## src/hdl/stok_pkg.sv

```systemverilog
// Shared types, token codes, keyword table and helpers for the source tokenizer.
package stok_pkg;

  // Default configuration
  localparam int KeywordBytesDef   = 16;
  localparam int FractionDigitsDef = 9;

  // Token kinds
  localparam logic [5:0] TkLparen  = 6'd0;
  localparam logic [5:0] TkRparen  = 6'd1;
  localparam logic [5:0] TkLbrack  = 6'd2;
  localparam logic [5:0] TkRbrack  = 6'd3;
  localparam logic [5:0] TkLbrace  = 6'd4;
  localparam logic [5:0] TkRbrace  = 6'd5;
  localparam logic [5:0] TkColon   = 6'd6;
  localparam logic [5:0] TkComma   = 6'd7;
  localparam logic [5:0] TkDot     = 6'd8;
  localparam logic [5:0] TkPlus    = 6'd9;
  localparam logic [5:0] TkMinus   = 6'd10;
  localparam logic [5:0] TkStar    = 6'd11;
  localparam logic [5:0] TkSlash   = 6'd12;
  localparam logic [5:0] TkEq      = 6'd13;
  localparam logic [5:0] TkEqEq    = 6'd14;
  localparam logic [5:0] TkNeq     = 6'd15;
  localparam logic [5:0] TkLt      = 6'd16;
  localparam logic [5:0] TkGt      = 6'd17;
  localparam logic [5:0] TkLeq     = 6'd18;
  localparam logic [5:0] TkGeq     = 6'd19;
  localparam logic [5:0] TkNumber  = 6'd44;
  localparam logic [5:0] TkString  = 6'd45;
  localparam logic [5:0] TkName    = 6'd46;
  localparam logic [5:0] TkNewline = 6'd47;
  localparam logic [5:0] TkError   = 6'd48;
  localparam logic [5:0] TkEnd     = 6'd49;
  localparam logic [5:0] TkText    = 6'd50;
  localparam logic [5:0] TkMax     = TkText;

  // Character codes
  localparam logic [7:0] ChLf    = 8'h0A;
  localparam logic [7:0] ChTab   = 8'h09;
  localparam logic [7:0] ChCr    = 8'h0D;
  localparam logic [7:0] ChSpace = 8'h20;
  localparam logic [7:0] ChQuote = 8'h22;
  localparam logic [7:0] ChBslash = 8'h5C;

  // Scanner modes
  typedef enum logic [12:0] {
    ModeIdle   = 13'b0000000000001,
    ModeHead   = 13'b0000000000010,
    ModeName   = 13'b0000000000100,
    ModeNum    = 13'b0000000001000,
    ModeStr    = 13'b0000000010000,
    ModeEsc    = 13'b0000000100000,
    ModeLcom   = 13'b0000001000000,
    ModeBcom   = 13'b0000010000000,
    ModePeq    = 13'b0000100000000,
    ModePlt    = 13'b0001000000000,
    ModePgt    = 13'b0010000000000,
    ModePbang  = 13'b0100000000000,
    ModePslash = 13'b1000000000000
  } mode_e;

  // Scanner state of fixed width
  typedef struct packed {
    mode_e       mode;
    logic [15:0] line;
    logic [15:0] col;
    logic [1:0]  group_left;
    logic [30:0] int_acc;
    logic [29:0] frac_acc;
    logic [3:0]  frac_cnt;
    logic        point;
    logic [7:0]  prev;
  } scan_t;

  // One result item
  typedef struct packed {
    logic        last;
    logic [5:0]  kind;
    logic [15:0] line;
    logic [15:0] col;
    logic [30:0] int_part;
    logic [29:0] frac_val;
    logic [3:0]  frac_cnt;
    logic        is_frac;
    logic [7:0]  text;
  } result_t;

  // Keyword table: bytes in reading order from the top bit down
  localparam int KwCount = 26;
  localparam logic [127:0] KwWord [KwCount] = '{
    {80'hd0bfd183d181d182d18c, 48'h0},
    {32'hd184d0bd, 96'h0},
    {64'hd0b5d181d0bbd0b8, 64'h0},
    {80'hd0b8d0bdd0b0d187d0b5, 48'h0},
    {112'hd0b8d0bbd0b8d0b5d181d0bbd0b8, 16'h0},
    {64'hd0bfd0bed0bad0b0, 64'h0},
    {48'hd0b4d0bbd18f, 80'h0},
    {32'hd0b8d0b7, 96'h0},
    {80'hd0b2d0b5d180d0bdd0b8, 48'h0},
    {96'hd0b2d18bd0b2d0b5d0b4d0b8, 32'h0},
    {80'hd0bdd0b8d187d182d0be, 48'h0},
    {96'hd0b8d181d182d0b8d0bdd0b0, 32'h0},
    {64'hd0bbd0bed0b6d18c, 64'h0},
    {80'hd0b2d18bd185d0bed0b4, 48'h0},
    {112'hd181d0bfd180d0b0d0b2d0bad0b0, 16'h0},
    {16'hd0b8, 112'h0},
    {48'hd0b8d0bbd0b8, 80'h0},
    {128'hd0bfd0bed0bfd180d0bed0b1d183d0b9},
    {64'hd0bbd0bed0b2d0b8, 64'h0},
    {96'hd0b1d180d0bed181d0b0d0b9, 32'h0},
    {64'hd181d182d0bed0bf, 64'h0},
    {96'hd0b4d0b0d0bbd18cd188d0b5, 32'h0},
    {80'hd0b2d18bd0b1d0bed180, 48'h0},
    {96'hd181d0bbd183d187d0b0d0b9, 32'h0},
    {96'hd0bbd18fd0bcd0b1d0b4d0b0, 32'h0},
    {96'hd0b8d0bcd0bfd0bed180d182, 32'h0}
  };
  localparam logic [4:0] KwLen [KwCount] = '{
    5'd10, 5'd4, 5'd8, 5'd10, 5'd14, 5'd8, 5'd6, 5'd4, 5'd10, 5'd12,
    5'd10, 5'd12, 5'd8, 5'd10, 5'd14, 5'd2, 5'd6, 5'd16, 5'd8, 5'd12,
    5'd8, 5'd12, 5'd10, 5'd12, 5'd12, 5'd12
  };
  localparam logic [5:0] KwCode [KwCount] = '{
    6'd20, 6'd21, 6'd22, 6'd23, 6'd24, 6'd25, 6'd26, 6'd27, 6'd28, 6'd29,
    6'd30, 6'd31, 6'd32, TkEnd, 6'd43, 6'd33, 6'd34, 6'd35, 6'd36, 6'd37,
    6'd38, 6'd39, 6'd40, 6'd41, 6'd42, 6'd43
  };

  // Parallel keyword match; first table entry wins
  function automatic logic [5:0] kw_lookup(logic [15:0][7:0] name, logic [4:0] len);
    logic [5:0] code;
    logic       hit;
    code = TkName;
    for (int i = KwCount - 1; i >= 0; i--) begin
      hit = (KwLen[i] == len);
      for (int j = 0; j < 16; j++) begin
        if (5'(j) < len && name[j] != KwWord[i][127 - 8*j -: 8]) hit = 1'b0;
      end
      if (hit) code = KwCode[i];
    end
    return code;
  endfunction

  function automatic logic [15:0] sat_inc16(logic [15:0] v);
    return (v == 16'hFFFF) ? v : v + 16'd1;
  endfunction

  function automatic logic is_decimal(logic [7:0] b);
    return b >= 8'h30 && b <= 8'h39;
  endfunction

  function automatic logic is_alpha(logic [7:0] b);
    return b >= 8'h80 || (b >= 8'h61 && b <= 8'h7A) || (b >= 8'h41 && b <= 8'h5A)
           || b == 8'h5F;
  endfunction

  // Continuation bytes still to come after a group's lead byte
  function automatic logic [1:0] group_rest(logic [7:0] b);
    return (b < 8'h80) ? 2'd0 : (b < 8'hE0) ? 2'd1 : 2'd2;
  endfunction

  function automatic result_t mk_res(logic [5:0] kind, logic [15:0] line,
                                     logic [15:0] col, logic [7:0] text);
    result_t r;
    r = '0;
    r.kind = kind;
    r.line = line;
    r.col  = col;
    r.text = text;
    return r;
  endfunction

endpackage

```

## src/hdl/stok_step.sv

```systemverilog
// Next-state and result logic for one source byte of the tokenizer.
module stok_step #(
  parameter int KeywordBytes   = stok_pkg::KeywordBytesDef,
  parameter int FractionDigits = stok_pkg::FractionDigitsDef,
  localparam int LenW = $clog2(KeywordBytes + 2),
  localparam int IdxW = $clog2(KeywordBytes)
) (
  input  stok_pkg::scan_t                    st_q_i,
  input  logic [LenW-1:0]                    len_q_i,
  input  logic [KeywordBytes-1:0][7:0]       name_q_i,
  input  logic [7:0]                         byte_i,
  input  logic                               eos_i,
  output stok_pkg::scan_t                    st_d_o,
  output logic [LenW-1:0]                    len_d_o,
  output logic                               name_we_o,
  output logic [IdxW-1:0]                    name_idx_o,
  output stok_pkg::result_t [1:0]            res_o,
  output logic [1:0]                         res_cnt_o
);
  import stok_pkg::*;

  localparam logic [LenW-1:0] KbLen = LenW'(KeywordBytes);

  always_comb begin
    scan_t          s;
    logic [LenW-1:0] ln;
    result_t        ra, rb, ri;
    logic           ha, hb, hi, rescan, fin;
    logic [15:0]    c_line, c_col, line_before;
    logic [3:0]     dig;
    logic [34:0]    iv;
    logic [33:0]    fv;
    logic [5:0]     code;

    s = st_q_i;
    ln = len_q_i;
    ra = '0; rb = '0; ri = '0;
    ha = 1'b0; hb = 1'b0; hi = 1'b0; rescan = 1'b0;
    name_we_o = 1'b0;
    name_idx_o = '0;
    fin = eos_i || (byte_i == 8'h00);
    c_line = (byte_i == ChLf) ? sat_inc16(st_q_i.line) : st_q_i.line;
    c_col  = (byte_i == ChLf) ? 16'd0 : sat_inc16(st_q_i.col);
    dig = 4'(byte_i - 8'h30);
    iv = (35'(st_q_i.int_acc) << 3) + (35'(st_q_i.int_acc) << 1) + 35'(dig);
    fv = (34'(st_q_i.frac_acc) << 3) + (34'(st_q_i.frac_acc) << 1) + 34'(dig);
    code = TkName;
    if (len_q_i <= KbLen && len_q_i <= LenW'(16)) begin
      code = kw_lookup(name_q_i[15:0], 5'(len_q_i));
    end

    // Continue or close the token in progress
    unique case (st_q_i.mode)
      ModeHead, ModeName: begin
        if (!fin && (st_q_i.group_left != 2'd0 || is_decimal(byte_i) || is_alpha(byte_i))) begin
          s.prev = byte_i;
          if (st_q_i.group_left != 2'd0 && st_q_i.mode == ModeHead) begin
            s.col = sat_inc16(st_q_i.col);
          end else begin
            s.line = c_line;
            s.col  = c_col;
          end
          if (ln < KbLen) begin
            name_we_o  = 1'b1;
            name_idx_o = ln[IdxW-1:0];
          end
          if (ln <= KbLen) ln = ln + LenW'(1);
          ra = mk_res(TkText, s.line, s.col, byte_i);
          ha = 1'b1;
          if (st_q_i.group_left != 2'd0) begin
            s.group_left = st_q_i.group_left - 2'd1;
            if (st_q_i.group_left == 2'd1) s.mode = ModeName;
          end else if (!is_decimal(byte_i)) begin
            s.group_left = group_rest(byte_i);
          end
        end else begin
          ra = mk_res(code, st_q_i.line, st_q_i.col, 8'h00);
          ha = 1'b1;
          rescan = 1'b1;
        end
      end
      ModeNum: begin
        if (!fin && is_decimal(byte_i)) begin
          s.prev = byte_i; s.line = c_line; s.col = c_col;
          if (!st_q_i.point) begin
            s.int_acc = (iv > 35'h7FFFFFFF) ? 31'h7FFFFFFF : iv[30:0];
          end else if (st_q_i.frac_cnt < 4'(FractionDigits)) begin
            s.frac_acc = fv[29:0];
            s.frac_cnt = st_q_i.frac_cnt + 4'd1;
          end
        end else if (!fin && byte_i == 8'h2E && !st_q_i.point) begin
          s.prev = byte_i; s.line = c_line; s.col = c_col;
          s.point = 1'b1;
        end else begin
          ra = mk_res(TkNumber, st_q_i.line, st_q_i.col, 8'h00);
          ra.int_part = st_q_i.int_acc;
          ra.frac_val = st_q_i.frac_acc;
          ra.frac_cnt = st_q_i.frac_cnt;
          ra.is_frac  = st_q_i.point;
          ha = 1'b1;
          rescan = 1'b1;
        end
      end
      ModeStr: begin
        if (fin || byte_i == ChLf) begin
          ra = mk_res(TkString, st_q_i.line, st_q_i.col, 8'h00);
          ha = 1'b1;
          rescan = 1'b1;
        end else begin
          s.prev = byte_i; s.line = c_line; s.col = c_col;
          if (byte_i == ChQuote) begin
            ra = mk_res(TkString, c_line, c_col, 8'h00);
            ha = 1'b1;
            s.mode = ModeIdle;
          end else if (byte_i == ChBslash) begin
            s.mode = ModeEsc;
          end else begin
            ra = mk_res(TkText, c_line, c_col, byte_i);
            ha = 1'b1;
          end
        end
      end
      ModeEsc: begin
        if (fin) begin
          ra = mk_res(TkString, st_q_i.line, st_q_i.col, 8'h00);
          ha = 1'b1;
          rescan = 1'b1;
        end else begin
          s.prev = byte_i; s.line = c_line; s.col = c_col;
          ra = mk_res(TkText, c_line, c_col,
                      (byte_i == 8'h6E) ? ChLf : (byte_i == 8'h74) ? ChTab :
                      (byte_i == 8'h72) ? ChCr : byte_i);
          ha = 1'b1;
          s.mode = ModeStr;
        end
      end
      ModeLcom: begin
        if (fin || byte_i == ChLf) begin
          rescan = 1'b1;
        end else begin
          s.prev = byte_i; s.line = c_line; s.col = c_col;
        end
      end
      ModeBcom: begin
        if (fin) begin
          rescan = 1'b1;
        end else begin
          s.prev = byte_i; s.line = c_line; s.col = c_col;
          if (st_q_i.prev == 8'h2A && byte_i == 8'h2F) s.mode = ModeIdle;
        end
      end
      ModePeq, ModePlt, ModePgt, ModePbang: begin
        if (!fin && byte_i == 8'h3D) begin
          s.prev = byte_i; s.line = c_line; s.col = c_col;
          ra = mk_res((st_q_i.mode == ModePeq) ? TkEqEq : (st_q_i.mode == ModePlt) ? TkLeq :
                      (st_q_i.mode == ModePgt) ? TkGeq : TkNeq, c_line, c_col, 8'h00);
          ha = 1'b1;
          s.mode = ModeIdle;
        end else begin
          if (st_q_i.mode == ModePbang) begin
            ra = mk_res(TkError, st_q_i.line, 16'd0, 8'h00);
          end else begin
            ra = mk_res((st_q_i.mode == ModePeq) ? TkEq : (st_q_i.mode == ModePlt) ? TkLt : TkGt,
                        st_q_i.line, st_q_i.col, 8'h00);
          end
          ha = 1'b1;
          rescan = 1'b1;
        end
      end
      ModePslash: begin
        if (!fin && (byte_i == 8'h2F || byte_i == 8'h2A)) begin
          s.prev = byte_i; s.line = c_line; s.col = c_col;
          s.mode = (byte_i == 8'h2F) ? ModeLcom : ModeBcom;
        end else begin
          ra = mk_res(TkSlash, st_q_i.line, st_q_i.col, 8'h00);
          ha = 1'b1;
          rescan = 1'b1;
        end
      end
      default: begin
        rescan = 1'b1;
      end
    endcase

    // Scan the byte afresh from idle; counters are still the incoming ones
    if (rescan) begin
      s.mode = ModeIdle;
      line_before = st_q_i.line;
      if (fin) begin
        ri = mk_res(TkEnd, st_q_i.line, st_q_i.col, 8'h00);
        hi = 1'b1;
        ln = '0; s.group_left = '0; s.int_acc = '0; s.frac_acc = '0;
        s.frac_cnt = '0; s.point = 1'b0;
      end else begin
        s.prev = byte_i; s.line = c_line; s.col = c_col;
        hi = 1'b1;
        case (byte_i)
          ChSpace, ChTab, ChCr: hi = 1'b0;
          ChLf: ri = mk_res(TkNewline, line_before, 16'd0, 8'h00);
          8'h28: ri = mk_res(TkLparen, c_line, c_col, 8'h00);
          8'h29: ri = mk_res(TkRparen, c_line, c_col, 8'h00);
          8'h5B: ri = mk_res(TkLbrack, c_line, c_col, 8'h00);
          8'h5D: ri = mk_res(TkRbrack, c_line, c_col, 8'h00);
          8'h7B: ri = mk_res(TkLbrace, c_line, c_col, 8'h00);
          8'h7D: ri = mk_res(TkRbrace, c_line, c_col, 8'h00);
          8'h3A: ri = mk_res(TkColon, c_line, c_col, 8'h00);
          8'h2C: ri = mk_res(TkComma, c_line, c_col, 8'h00);
          8'h2E: ri = mk_res(TkDot, c_line, c_col, 8'h00);
          8'h2B: ri = mk_res(TkPlus, c_line, c_col, 8'h00);
          8'h2D: ri = mk_res(TkMinus, c_line, c_col, 8'h00);
          8'h2A: ri = mk_res(TkStar, c_line, c_col, 8'h00);
          8'h3D: begin hi = 1'b0; s.mode = ModePeq; end
          8'h3C: begin hi = 1'b0; s.mode = ModePlt; end
          8'h3E: begin hi = 1'b0; s.mode = ModePgt; end
          8'h21: begin hi = 1'b0; s.mode = ModePbang; end
          8'h2F: begin hi = 1'b0; s.mode = ModePslash; end
          ChQuote: begin hi = 1'b0; s.mode = ModeStr; end
          default: begin
            if (is_decimal(byte_i)) begin
              hi = 1'b0;
              ln = '0; s.group_left = '0; s.frac_acc = '0; s.frac_cnt = '0;
              s.point = 1'b0;
              s.int_acc = 31'(dig);
              s.mode = ModeNum;
            end else if (is_alpha(byte_i)) begin
              s.int_acc = '0; s.frac_acc = '0; s.frac_cnt = '0; s.point = 1'b0;
              name_we_o  = 1'b1;
              name_idx_o = '0;
              ln = LenW'(1);
              ri = mk_res(TkText, c_line, c_col, byte_i);
              s.group_left = group_rest(byte_i);
              s.mode = (group_rest(byte_i) != 2'd0) ? ModeHead : ModeName;
            end else begin
              ri = mk_res(TkError, c_line, 16'd0, 8'h00);
            end
          end
        endcase
      end
    end

    // Pack results into slots and mark the final one
    if (hi) begin
      if (ha) begin
        rb = ri; hb = 1'b1;
      end else begin
        ra = ri; ha = 1'b1;
      end
    end
    if (hb) rb.last = 1'b1;
    else if (ha) ra.last = 1'b1;

    st_d_o    = s;
    len_d_o   = ln;
    res_o[0]  = ra;
    res_o[1]  = rb;
    res_cnt_o = {hb, ha & ~hb};
  end

endmodule

```

## src/hdl/source_tokenizer_core.sv

```systemverilog
// Top level of the source tokenizer: scanner state, name buffer and result queue.
//
// The tokenizer takes one source byte per clock while s_axis_tready is high and
// produces zero, one or two results for it (a closing token followed by what the
// byte itself starts). A byte is scanned combinationally by the step logic between
// the scanner state registers and a four-entry result queue; results leave one per
// clock while m_axis_tready is high, so the sustained rate is one byte per cycle
// while bytes yield at most one result each, and is set by the single result port
// otherwise. s_axis_tready is high while the queue has room for two results, so
// input keeps flowing while earlier results wait at the output. Results are
// written into the queue as their byte is taken and leave behind earlier ones.
module source_tokenizer_core #(
  parameter int KeywordBytes   = stok_pkg::KeywordBytesDef,
  parameter int FractionDigits = stok_pkg::FractionDigitsDef
) (
  input  logic         clk_i,
  input  logic         rst_ni,
  input  logic         s_axis_tvalid,
  output logic         s_axis_tready,
  input  logic [7:0]   s_axis_tdata,  // [7:0] source_byte
  input  logic         s_axis_tuser,  // [0] end_of_source
  output logic         m_axis_tvalid,
  input  logic         m_axis_tready,
  output logic [111:0] m_axis_tdata,  // [15:0] token_line, [31:16] token_column,
                                      // [62:32] int_part, [92:63] frac_digits_value,
                                      // [96:93] frac_digit_count, [97] is_fractional,
                                      // [105:98] text_byte, [111:106] zero
  output logic [5:0]   m_axis_tuser,  // [5:0] token_kind
  output logic         m_axis_tlast   // last_of_step
);
  import stok_pkg::*;

  localparam int LenW = $clog2(KeywordBytes + 2);
  localparam int IdxW = $clog2(KeywordBytes);

  scan_t                      st_q, st_d;
  logic [LenW-1:0]            len_q, len_d;
  logic [KeywordBytes-1:0][7:0] name_q;
  logic                       name_we;
  logic [IdxW-1:0]            name_idx;
  result_t [1:0]              res;
  logic [1:0]                 res_cnt;

  result_t                    fifo_q [4];
  logic [1:0]                 wr_q, rd_q;
  logic [2:0]                 cnt_q;
  logic                       in_req, out_req;

  assign s_axis_tready = (cnt_q <= 3'd2);
  assign in_req  = s_axis_tvalid && s_axis_tready;
  assign out_req = m_axis_tvalid && m_axis_tready;

  stok_step #(
    .KeywordBytes  (KeywordBytes),
    .FractionDigits(FractionDigits)
  ) u_step (
    .st_q_i    (st_q),
    .len_q_i   (len_q),
    .name_q_i  (name_q),
    .byte_i    (s_axis_tdata),
    .eos_i     (s_axis_tuser),
    .st_d_o    (st_d),
    .len_d_o   (len_d),
    .name_we_o (name_we),
    .name_idx_o(name_idx),
    .res_o     (res),
    .res_cnt_o (res_cnt)
  );

  // Scanner state
  always_ff @(posedge clk_i or negedge rst_ni) begin
    if (!rst_ni) begin
      st_q       <= '{mode: ModeIdle, line: 16'd1, default: '0};
      len_q      <= '0;
    end else if (in_req) begin
      st_q  <= st_d;
      len_q <= len_d;
    end
  end

  // Name byte buffer
  always_ff @(posedge clk_i) begin
    if (in_req && name_we) name_q[name_idx] <= s_axis_tdata;
  end

  // Result queue payload
  always_ff @(posedge clk_i) begin
    if (in_req && res_cnt != 2'd0) begin
      fifo_q[wr_q] <= res[0];
      if (res_cnt == 2'd2) fifo_q[wr_q + 2'd1] <= res[1];
    end
  end

  // Result queue pointers
  always_ff @(posedge clk_i or negedge rst_ni) begin
    if (!rst_ni) begin
      wr_q  <= '0;
      rd_q  <= '0;
      cnt_q <= '0;
    end else begin
      if (in_req) wr_q <= wr_q + res_cnt;
      if (out_req) rd_q <= rd_q + 2'd1;
      cnt_q <= cnt_q + (in_req ? 3'(res_cnt) : 3'd0) - (out_req ? 3'd1 : 3'd0);
    end
  end

  // Output channel
  assign m_axis_tvalid = (cnt_q != 3'd0);
  assign m_axis_tuser  = fifo_q[rd_q].kind;
  assign m_axis_tlast  = fifo_q[rd_q].last;
  assign m_axis_tdata  = {6'd0, fifo_q[rd_q].text, fifo_q[rd_q].is_frac,
                          fifo_q[rd_q].frac_cnt, fifo_q[rd_q].frac_val,
                          fifo_q[rd_q].int_part, fifo_q[rd_q].col, fifo_q[rd_q].line};

endmodule

```

## config.mk

```make
export PLATFORM = sky130hd
export DESIGN_NAME = source_tokenizer_core
export DESIGN_NICKNAME = d
export VERILOG_FILES = /design/src/hdl/stok_pkg.sv /design/src/hdl/stok_step.sv /design/src/hdl/source_tokenizer_core.sv
export SDC_FILE = /design/constraint.sdc
export NUM_CORES = 2
export LEC_CHECK = 0
export BUFFER_PORTS_ARGS = -buffer_cell sky130_fd_sc_hd__buf_4
export CAP_MARGIN = 10
export CORE_MARGIN = 2
export CORE_UTILIZATION = 51
export DETAILED_ROUTE_END_ITERATION = 10
export GPL_TIMING_DRIVEN = 0
export PLACE_DENSITY = 0.7
export SYNTH_ARGS = -nofsm -noshare
export SYNTH_HDL_FRONTEND = slang
export SYNTH_SLANG_ARGS = --single-unit
export TNS_END_PERCENT = 20
```

## constraint.sdc

```tcl
create_clock -name clk_i -period 4.9 [get_ports clk_i]
set_input_delay 0.98 -clock clk_i [delete_from_list [all_inputs] [get_ports clk_i]]
set_output_delay 0.98 -clock clk_i [all_outputs]
set_load 0.1 [all_outputs]
```

# After elaboration in Yosys (flattened, before gate mapping)
# Memories as Yosys holds them, arrays and structs flattened.
# Cells that the tools add are included.
word_totals:
  mem_count: 1
  mem_bits_rw: 452
  wordCells: 979
  romBits: 0
  latch_bits: 0
  out_inout_bits: 121
  regBits: 261
op_classes:
  add_sub_neg: 15
  mux: 584
  multipliers: 0
  n_eq_ne: 154
  reduce_logical: 162
  order_cmp: 32
  div_mod_pow: 0
  bitwise_logic: 2
  shift: 0
memory_table:
  columns: ["name", "words", "width", "read_ports", "rd_ports_with_merged_regs", "wr", "line", "rtl"]
  rows:
  - ["fifo_q", 4, 113, 1, 0, 2, "source_tokenizer_core.sv:44", "result_t fifo_q [4];"]
ops:
  columns: ["operator", "count"]
  rows:
  - ["113-bit one-hot mux with 14 select lines", 1]
  - ["113-bit two-way mux", 9]
  - ["8-bit != test (second input constant)", 92]
  - ["113-bit one-hot mux with 6 select lines", 1]
  - ["112-bit two-way mux", 6]
  - ["1-bit two-way mux", 454]
  - ["68-bit two-way mux", 4]
  - ["45-bit two-way mux", 6]
  - ["32-bit one-hot mux with 8 select lines", 1]
  - ["128-bit bitwise mux", 1]
  - ["8-bit by 6-bit == test with 1-bit output (second input constant)", 16]
  - ["1-bit logical AND", 122]
  - ["121-bit two-way mux", 1]
  - ["8-bit nonzero test", 14]
  - ["111-bit two-way mux", 1]
  - ["110-bit two-way mux", 1]
  - ["108-bit two-way mux", 1]
  - ["16-bit two-way mux", 6]
  - ["32-bit two-way mux", 3]
  - ["6-bit two-way mux", 16]
  - ["8-bit two-way mux", 12]
  - ["13-bit two-way mux", 7]
  - ["13-bit one-hot mux with 7 select lines", 1]
  - ["13-bit one-hot mux with 6 select lines", 1]
  - ["85 further kinds", 172]

# Depth between registers and ports, before layout
logic_depth:
  word_depth: 52
  depth_mapped: 20

# Modules after synthesis
# Synthesis repeated with hierarchy kept, for this count alone.
unflattened:
  hier_cells: 3873
  hier_area_um2: 44848.0
modules_own_cells:
  columns: ["module", "cells_each", "seq_area_each_um2", "area_per_inst_um2", "n_inst"]
  rows:
  - ["source_tokenizer_core", 1571, 20747.4, 30890.9, 1]
  - ["stok_step", 2302, 0.0, 13957.1, 1]

# Least setup slack after synthesis
# Ideal clock, no wire load.
synth_timing:
  kind: "input -> register"
  start: "input port s_axis_tdata[5]"
  end: "memory fifo_q[1][0] (netlist bit), enable pin"
  t_arrival_ps: 5117
  required_time_ps: 4324
  cell_stages: 16
  path_buffers: 6
  slack_ps: -793
  path_cell_list: "buf_2 -> nor3b_2 -> a311oi_1 -> o211ai_1 -> o221ai_2 -> or4_1 -> buf_4 -> buf_6 -> nand2_1 -> ha_1 -> nor3_1 -> nand2_1 -> clkbuf_1 -> buf_1 -> clkbuf_1 -> nand2_1"
synth_rtl:
  columns: ["element", "line", "rtl"]
  rows:
  - ["start, declared", "source_tokenizer_core.sv:20", "input logic [7:0] s_axis_tdata,"]
  - ["end, declared", "source_tokenizer_core.sv:44", null]

==> metrics.log <==
INFO  metric dominant_combinational_cell_family_by_area_after_synthesis = compound AO/OA/AOI/OAI gates
INFO  metric critical_path_class = register to register
INFO  metric tritoncts_clock_tree = built
INFO  metric grt_antenna_before_repair = 3
INFO  metric end_kind = register
INFO  metric first_pass_iters = 6
INFO  metric xor_xnor_cell_area_share_of_the_yosys_netlist = 0.0170
INFO  metric postLayoutSetupSlackWorst = -0.0195 ns
INFO  metric global_route_wire_length_before_repair = 230000 um
INFO  metric synth_cell_types = 120
INFO  metric top_level_ports = 134
INFO  metric synth_seq_cells = 713
INFO  metric fillers = 6917
INFO  metric yosys.area_share.adder = 0.0422
INFO  metric power.share.switching = 0.437
INFO  metric clk_transition_reported_paths = ~0.060 ns
INFO  metric synth_compound_area_frac = 0.209
INFO  metric seqPwrFrac = 0.315
INFO  metric share_comb_of_total_power = 0.416
INFO  metric final-instance-count-excl-fill = between 5k and 6k
INFO  metric power.density = 471 nW/um^2
INFO  metric slew_headroom = 0.136
INFO  metric wirelength = 156000 um
INFO  metric die-area = roughly 82000 sq um
INFO  metric total_power = 21.8 mW
INFO  metric synth.mux.area_fraction = 0.0683
INFO  metric min-delay-path-class = input port to async pin
INFO  metric yosysWarnings = 0
INFO  metric cts-buffers-inserted = 77
INFO  metric worstSetupStartpointType = register
INFO  metric numPortBuffers = approximately 130
INFO  metric timing.final.hold_violations = 0
INFO  metric maxSlewViolCount = 0
INFO  metric syn_area_per_cell = approximately 9.6 sq um
INFO  metric tightest_slew = 1.28 ns
INFO  metric post_layout_nets = 4592
INFO  metric die_y = ~290 um
INFO  metric final_layout_size_suffix_gt1_frac = 0.138
INFO  metric drc = 0
INFO  metric initial_utilization = 0.515
INFO  metric grt_remaining_overflow = 0
INFO  metric report.final.setup_viol = 47
INFO  metric numClockSinks = 713
INFO  metric grt_start_max_net_pins = just over 70
INFO  metric routed_via_density = 6.93
INFO  metric area_growth = 13.9%
INFO  metric globalRouteTotalUtil = 0.370
INFO  metric holdBufCountCts = 0
INFO  metric floorplan.die.width = between 200 and 300 um
INFO  metric cts_max_path_buffers = 3
INFO  metric synth_async_sr_flop_share = 0.187
INFO  metric clkLatencyLatePin = 0.65 ns
INFO  metric detailed_place_hpwl = 112000 um
INFO  metric irDropWorstVdd = around 0.00047 V
INFO  metric post-route-min-period = 4.92 ns
INFO  metric seq_area_frac_synth = 0.445
INFO  metric crit-reg2reg-capture = fifo_q[0][110]
INFO  metric share_clk_of_total_power = 0.269
INFO  metric status = complete, but fails checks
INFO  metric synthesis.area = 40700 sq um
INFO  metric layout_common_cells = sky130_fd_sc_hd__o21ai_0, sky130_fd_sc_hd__nand3_1, sky130_fd_sc_hd__nand2_1, sky130_fd_sc_hd__edfxtp_1, sky130_fd_sc_hd__dfxtp_1
INFO  metric grt_setup_unrepaired = yes
INFO  metric critPathRequiredTime = 5.27 ns
INFO  metric layout_commonest_cell = sky130_fd_sc_hd__o21ai_0
INFO  metric synth_edf_count = 316
INFO  metric dominantRegCellSynth = sky130_fd_sc_hd__edfxtp_1
INFO  metric cp.arrival = around 5.3 ns
INFO  metric routedWlPerCell = 28.0 um
INFO  metric drv.max_cap_violation_count = 0
INFO  metric core_area = 79000 sq um
INFO  metric synth_cells = 4215
INFO  metric post-route-period-util = 1.00
INFO  metric power.net_switching = between 9 and 10 mW
INFO  metric number_of_global_route_vias_before_repair = between 30k and 40k
INFO  metric synth_simple_gate_area_share = 0.179
INFO  metric worst-r2r-cell-count = 10
INFO  metric core.rowCount = roughly 100
INFO  metric reg2reg_setup_slack = -0.02 ns
INFO  metric cp_max_fo = 10
INFO  metric fin_skew = roughly 0.038 ns
INFO  metric num_vias = 38.5k
INFO  metric drt_first_iter_violations = 5025
INFO  metric antennaDiodeCount = 0
INFO  metric total_leakage_power = 16.9 nW
INFO  metric rr_startpoint = len_q[0]
INFO  metric numPlacedInstances = 5401
INFO  metric failed_checks = setup timing
INFO  metric cts.root.buffer_cell = sky130_fd_sc_hd__clkbuf_16
INFO  metric timing.fmax = between 200 and 250 MHz
INFO  metric ant_nets = 0
INFO  metric cts-htree-levels = 3
INFO  metric cellInternalPower = 12.3 mW
INFO  metric final_estimated_routing_congestion_in_global_placement = 1.04
[kinds of logic (layout without fill, tap and decap cells)]
kind of cell               Yosys count  in the layout
adders and majority gates          134            134
and+or+nand+nor                   1424           1429
AOI/OAI and AO/OA                 1336           1336
buffers and inverters              394            678
muxes                              134            134
xor gates and xnor gates            79             79
other                                1              6
DFF                                713            713
[layout make-up]
| class | instances | area [sq um] | area share |
|---|---|---|---|
| Multi-Input combinational cell | 3118 | 21500 | 0.464 |
| Sequential cell | 713 | 18100 | 0.391 |
| Clock buffer | 109 | 2190 | 0.0473 |
| Buffer | 316 | 1450 | 0.0312 |
| Tap cell | 1050 | 1310 | 0.0284 |
| Timing Repair Buffer | 151 | 1160 | 0.0250 |
| Clock inverter | 34 | 328 | 0.00708 |
| Inverter | 68 | 263 | 0.00568 |
[metal layers]
layer,GRT usage,share of wire,vias to the layer above
met5,0,0.00052,-
met3,0.0852,0.12,514
li1,-,-,16800
met1,0.511,0.40,18800
met2,0.557,0.43,2497
met4,0.162,0.051,6
[timing repair]
item / in CTS / in global routing
gates cloned: 4 / 1
resized for setup: 108 / 50
endpoints found under the setup margin: 783 / 785
pin swaps: 9 / 11
buffers inserted: 10 / 8
[power groups by stage]
stage / Sequential, mW / Clock (mW) / Combinational [mW]
floorplan: 6.91 / 0 / 5.89
global placement: 6.96 / 0 / 8.47
detailed placement: 6.98 / 0 / 8.51
CTS: 6.86 / 5.89 / 8.72
global route: 6.91 / 6.11 / 9.32
finish: 6.88 / 5.87 / 9.07
[how the worst max path moves through the flow]
stage	slack, ns	startpoint	to	depth (start not counted)
2_1_floorplan	-0.13	s_axis_tdata[2]	fifo_q[2][0]	16
3_3_place_gp	-2.93	s_axis_tdata[2]	fifo_q[2][82]	17
3_5_place_dp	-2.91	s_axis_tdata[2]	fifo_q[2][77]	17
4_1_cts	-0.04	s_axis_tdata[5]	fifo_q[0][3]	19
5_1_grt	-0.14	rd_q[0]	m_axis_tdata[61]	6
6_report	-0.02	len_q[0]	fifo_q[0][110]	10
[critical path, stage by stage (launching register included)]
cell and delay [ns]:
sky130_fd_sc_hd__dfrtp_1 0.51, sky130_fd_sc_hd__clkbuf_1 0.43, sky130_fd_sc_hd__nand2_1 0.45, sky130_fd_sc_hd__a32oi_1 0.76
sky130_fd_sc_hd__or3_1 0.26, sky130_fd_sc_hd__nor2_1 0.07, sky130_fd_sc_hd__a41o_1 0.26, sky130_fd_sc_hd__nand4b_1 0.35
sky130_fd_sc_hd__o311ai_0 0.94, sky130_fd_sc_hd__and3_1 0.49, sky130_fd_sc_hd__o22ai_1 0.14
[state kept, by name, indices dropped and copies added, names as in the netlist]
name / cells
name_q: 128
len_q: 5
cnt_q: 3
wr_q: 2
fifo_q: 452
st_q: 121
rd_q: 2
[metrics by stage]
step | worst slack [ns] | util | hold slack [ns] | setup TNS [ns] | instance area (sq um)
floorplan | -0.127 | - | 0.438 | -9.62 | 40700
global placement | -2.93 | 0.544 | 0.448 | -1377.08 | 43000
detailed placement | -2.91 | 0.545 | 0.456 | -1376.16 | 43000
CTS | -0.0435 | 0.583 | 0.384 | -1.16 | 46000
global route | -0.135 | 0.586 | 0.404 | -1.61 | 46300
finish | -0.0195 | 0.586 | 0.357 | -0.399 | 46300
[Yosys cell counts (14+ instances only)]
cell,number,area [sq um]
sky130_fd_sc_hd__a31o_2,14,123
sky130_fd_sc_hd__nor3_1,99,495
sky130_fd_sc_hd__mux2_2,16,180
sky130_fd_sc_hd__nand3_1,359,1800
sky130_fd_sc_hd__ha_1,129,1610
sky130_fd_sc_hd__or2_2,14,87.6
sky130_fd_sc_hd__o21bai_1,15,113
sky130_fd_sc_hd__a22o_1,31,272
sky130_fd_sc_hd__and3_1,56,350
sky130_fd_sc_hd__o2111ai_1,15,131
sky130_fd_sc_hd__or3_1,29,181
sky130_fd_sc_hd__xnor2_1,37,324
sky130_fd_sc_hd__inv_1,64,240
sky130_fd_sc_hd__dfrtp_1,131,3280
sky130_fd_sc_hd__nand4_1,37,231
sky130_fd_sc_hd__and2_1,31,194
sky130_fd_sc_hd__o22ai_1,123,769
sky130_fd_sc_hd__or4_1,20,150
sky130_fd_sc_hd__dfxtp_1,264,5290
sky130_fd_sc_hd__nand4b_1,14,123
sky130_fd_sc_hd__nor2b_1,23,144
sky130_fd_sc_hd__nor2_1,210,788
sky130_fd_sc_hd__mux4_2,113,2540
sky130_fd_sc_hd__edfxtp_1,316,9490
sky130_fd_sc_hd__a22oi_1,48,360
sky130_fd_sc_hd__o21ai_1,18,90.1
sky130_fd_sc_hd__o21ai_0,522,2610
sky130_fd_sc_hd__xor2_1,42,368
sky130_fd_sc_hd__o31ai_1,26,195
sky130_fd_sc_hd__o21a_1,22,165
sky130_fd_sc_hd__nor4b_1,15,131
sky130_fd_sc_hd__a2111oi_0,17,149
sky130_fd_sc_hd__buf_1,39,146
sky130_fd_sc_hd__nand2_1,354,1330
sky130_fd_sc_hd__a21oi_1,159,796
sky130_fd_sc_hd__nor4_1,66,413
sky130_fd_sc_hd__nand2b_1,26,163
sky130_fd_sc_hd__buf_2,42,210
sky130_fd_sc_hd__a21o_1,25,188
sky130_fd_sc_hd__o211ai_1,35,263
sky130_fd_sc_hd__clkbuf_1,232,871
sky130_fd_sc_hd__a31oi_1,88,551
Note: power is estimated with default switching activity, not from simulation.
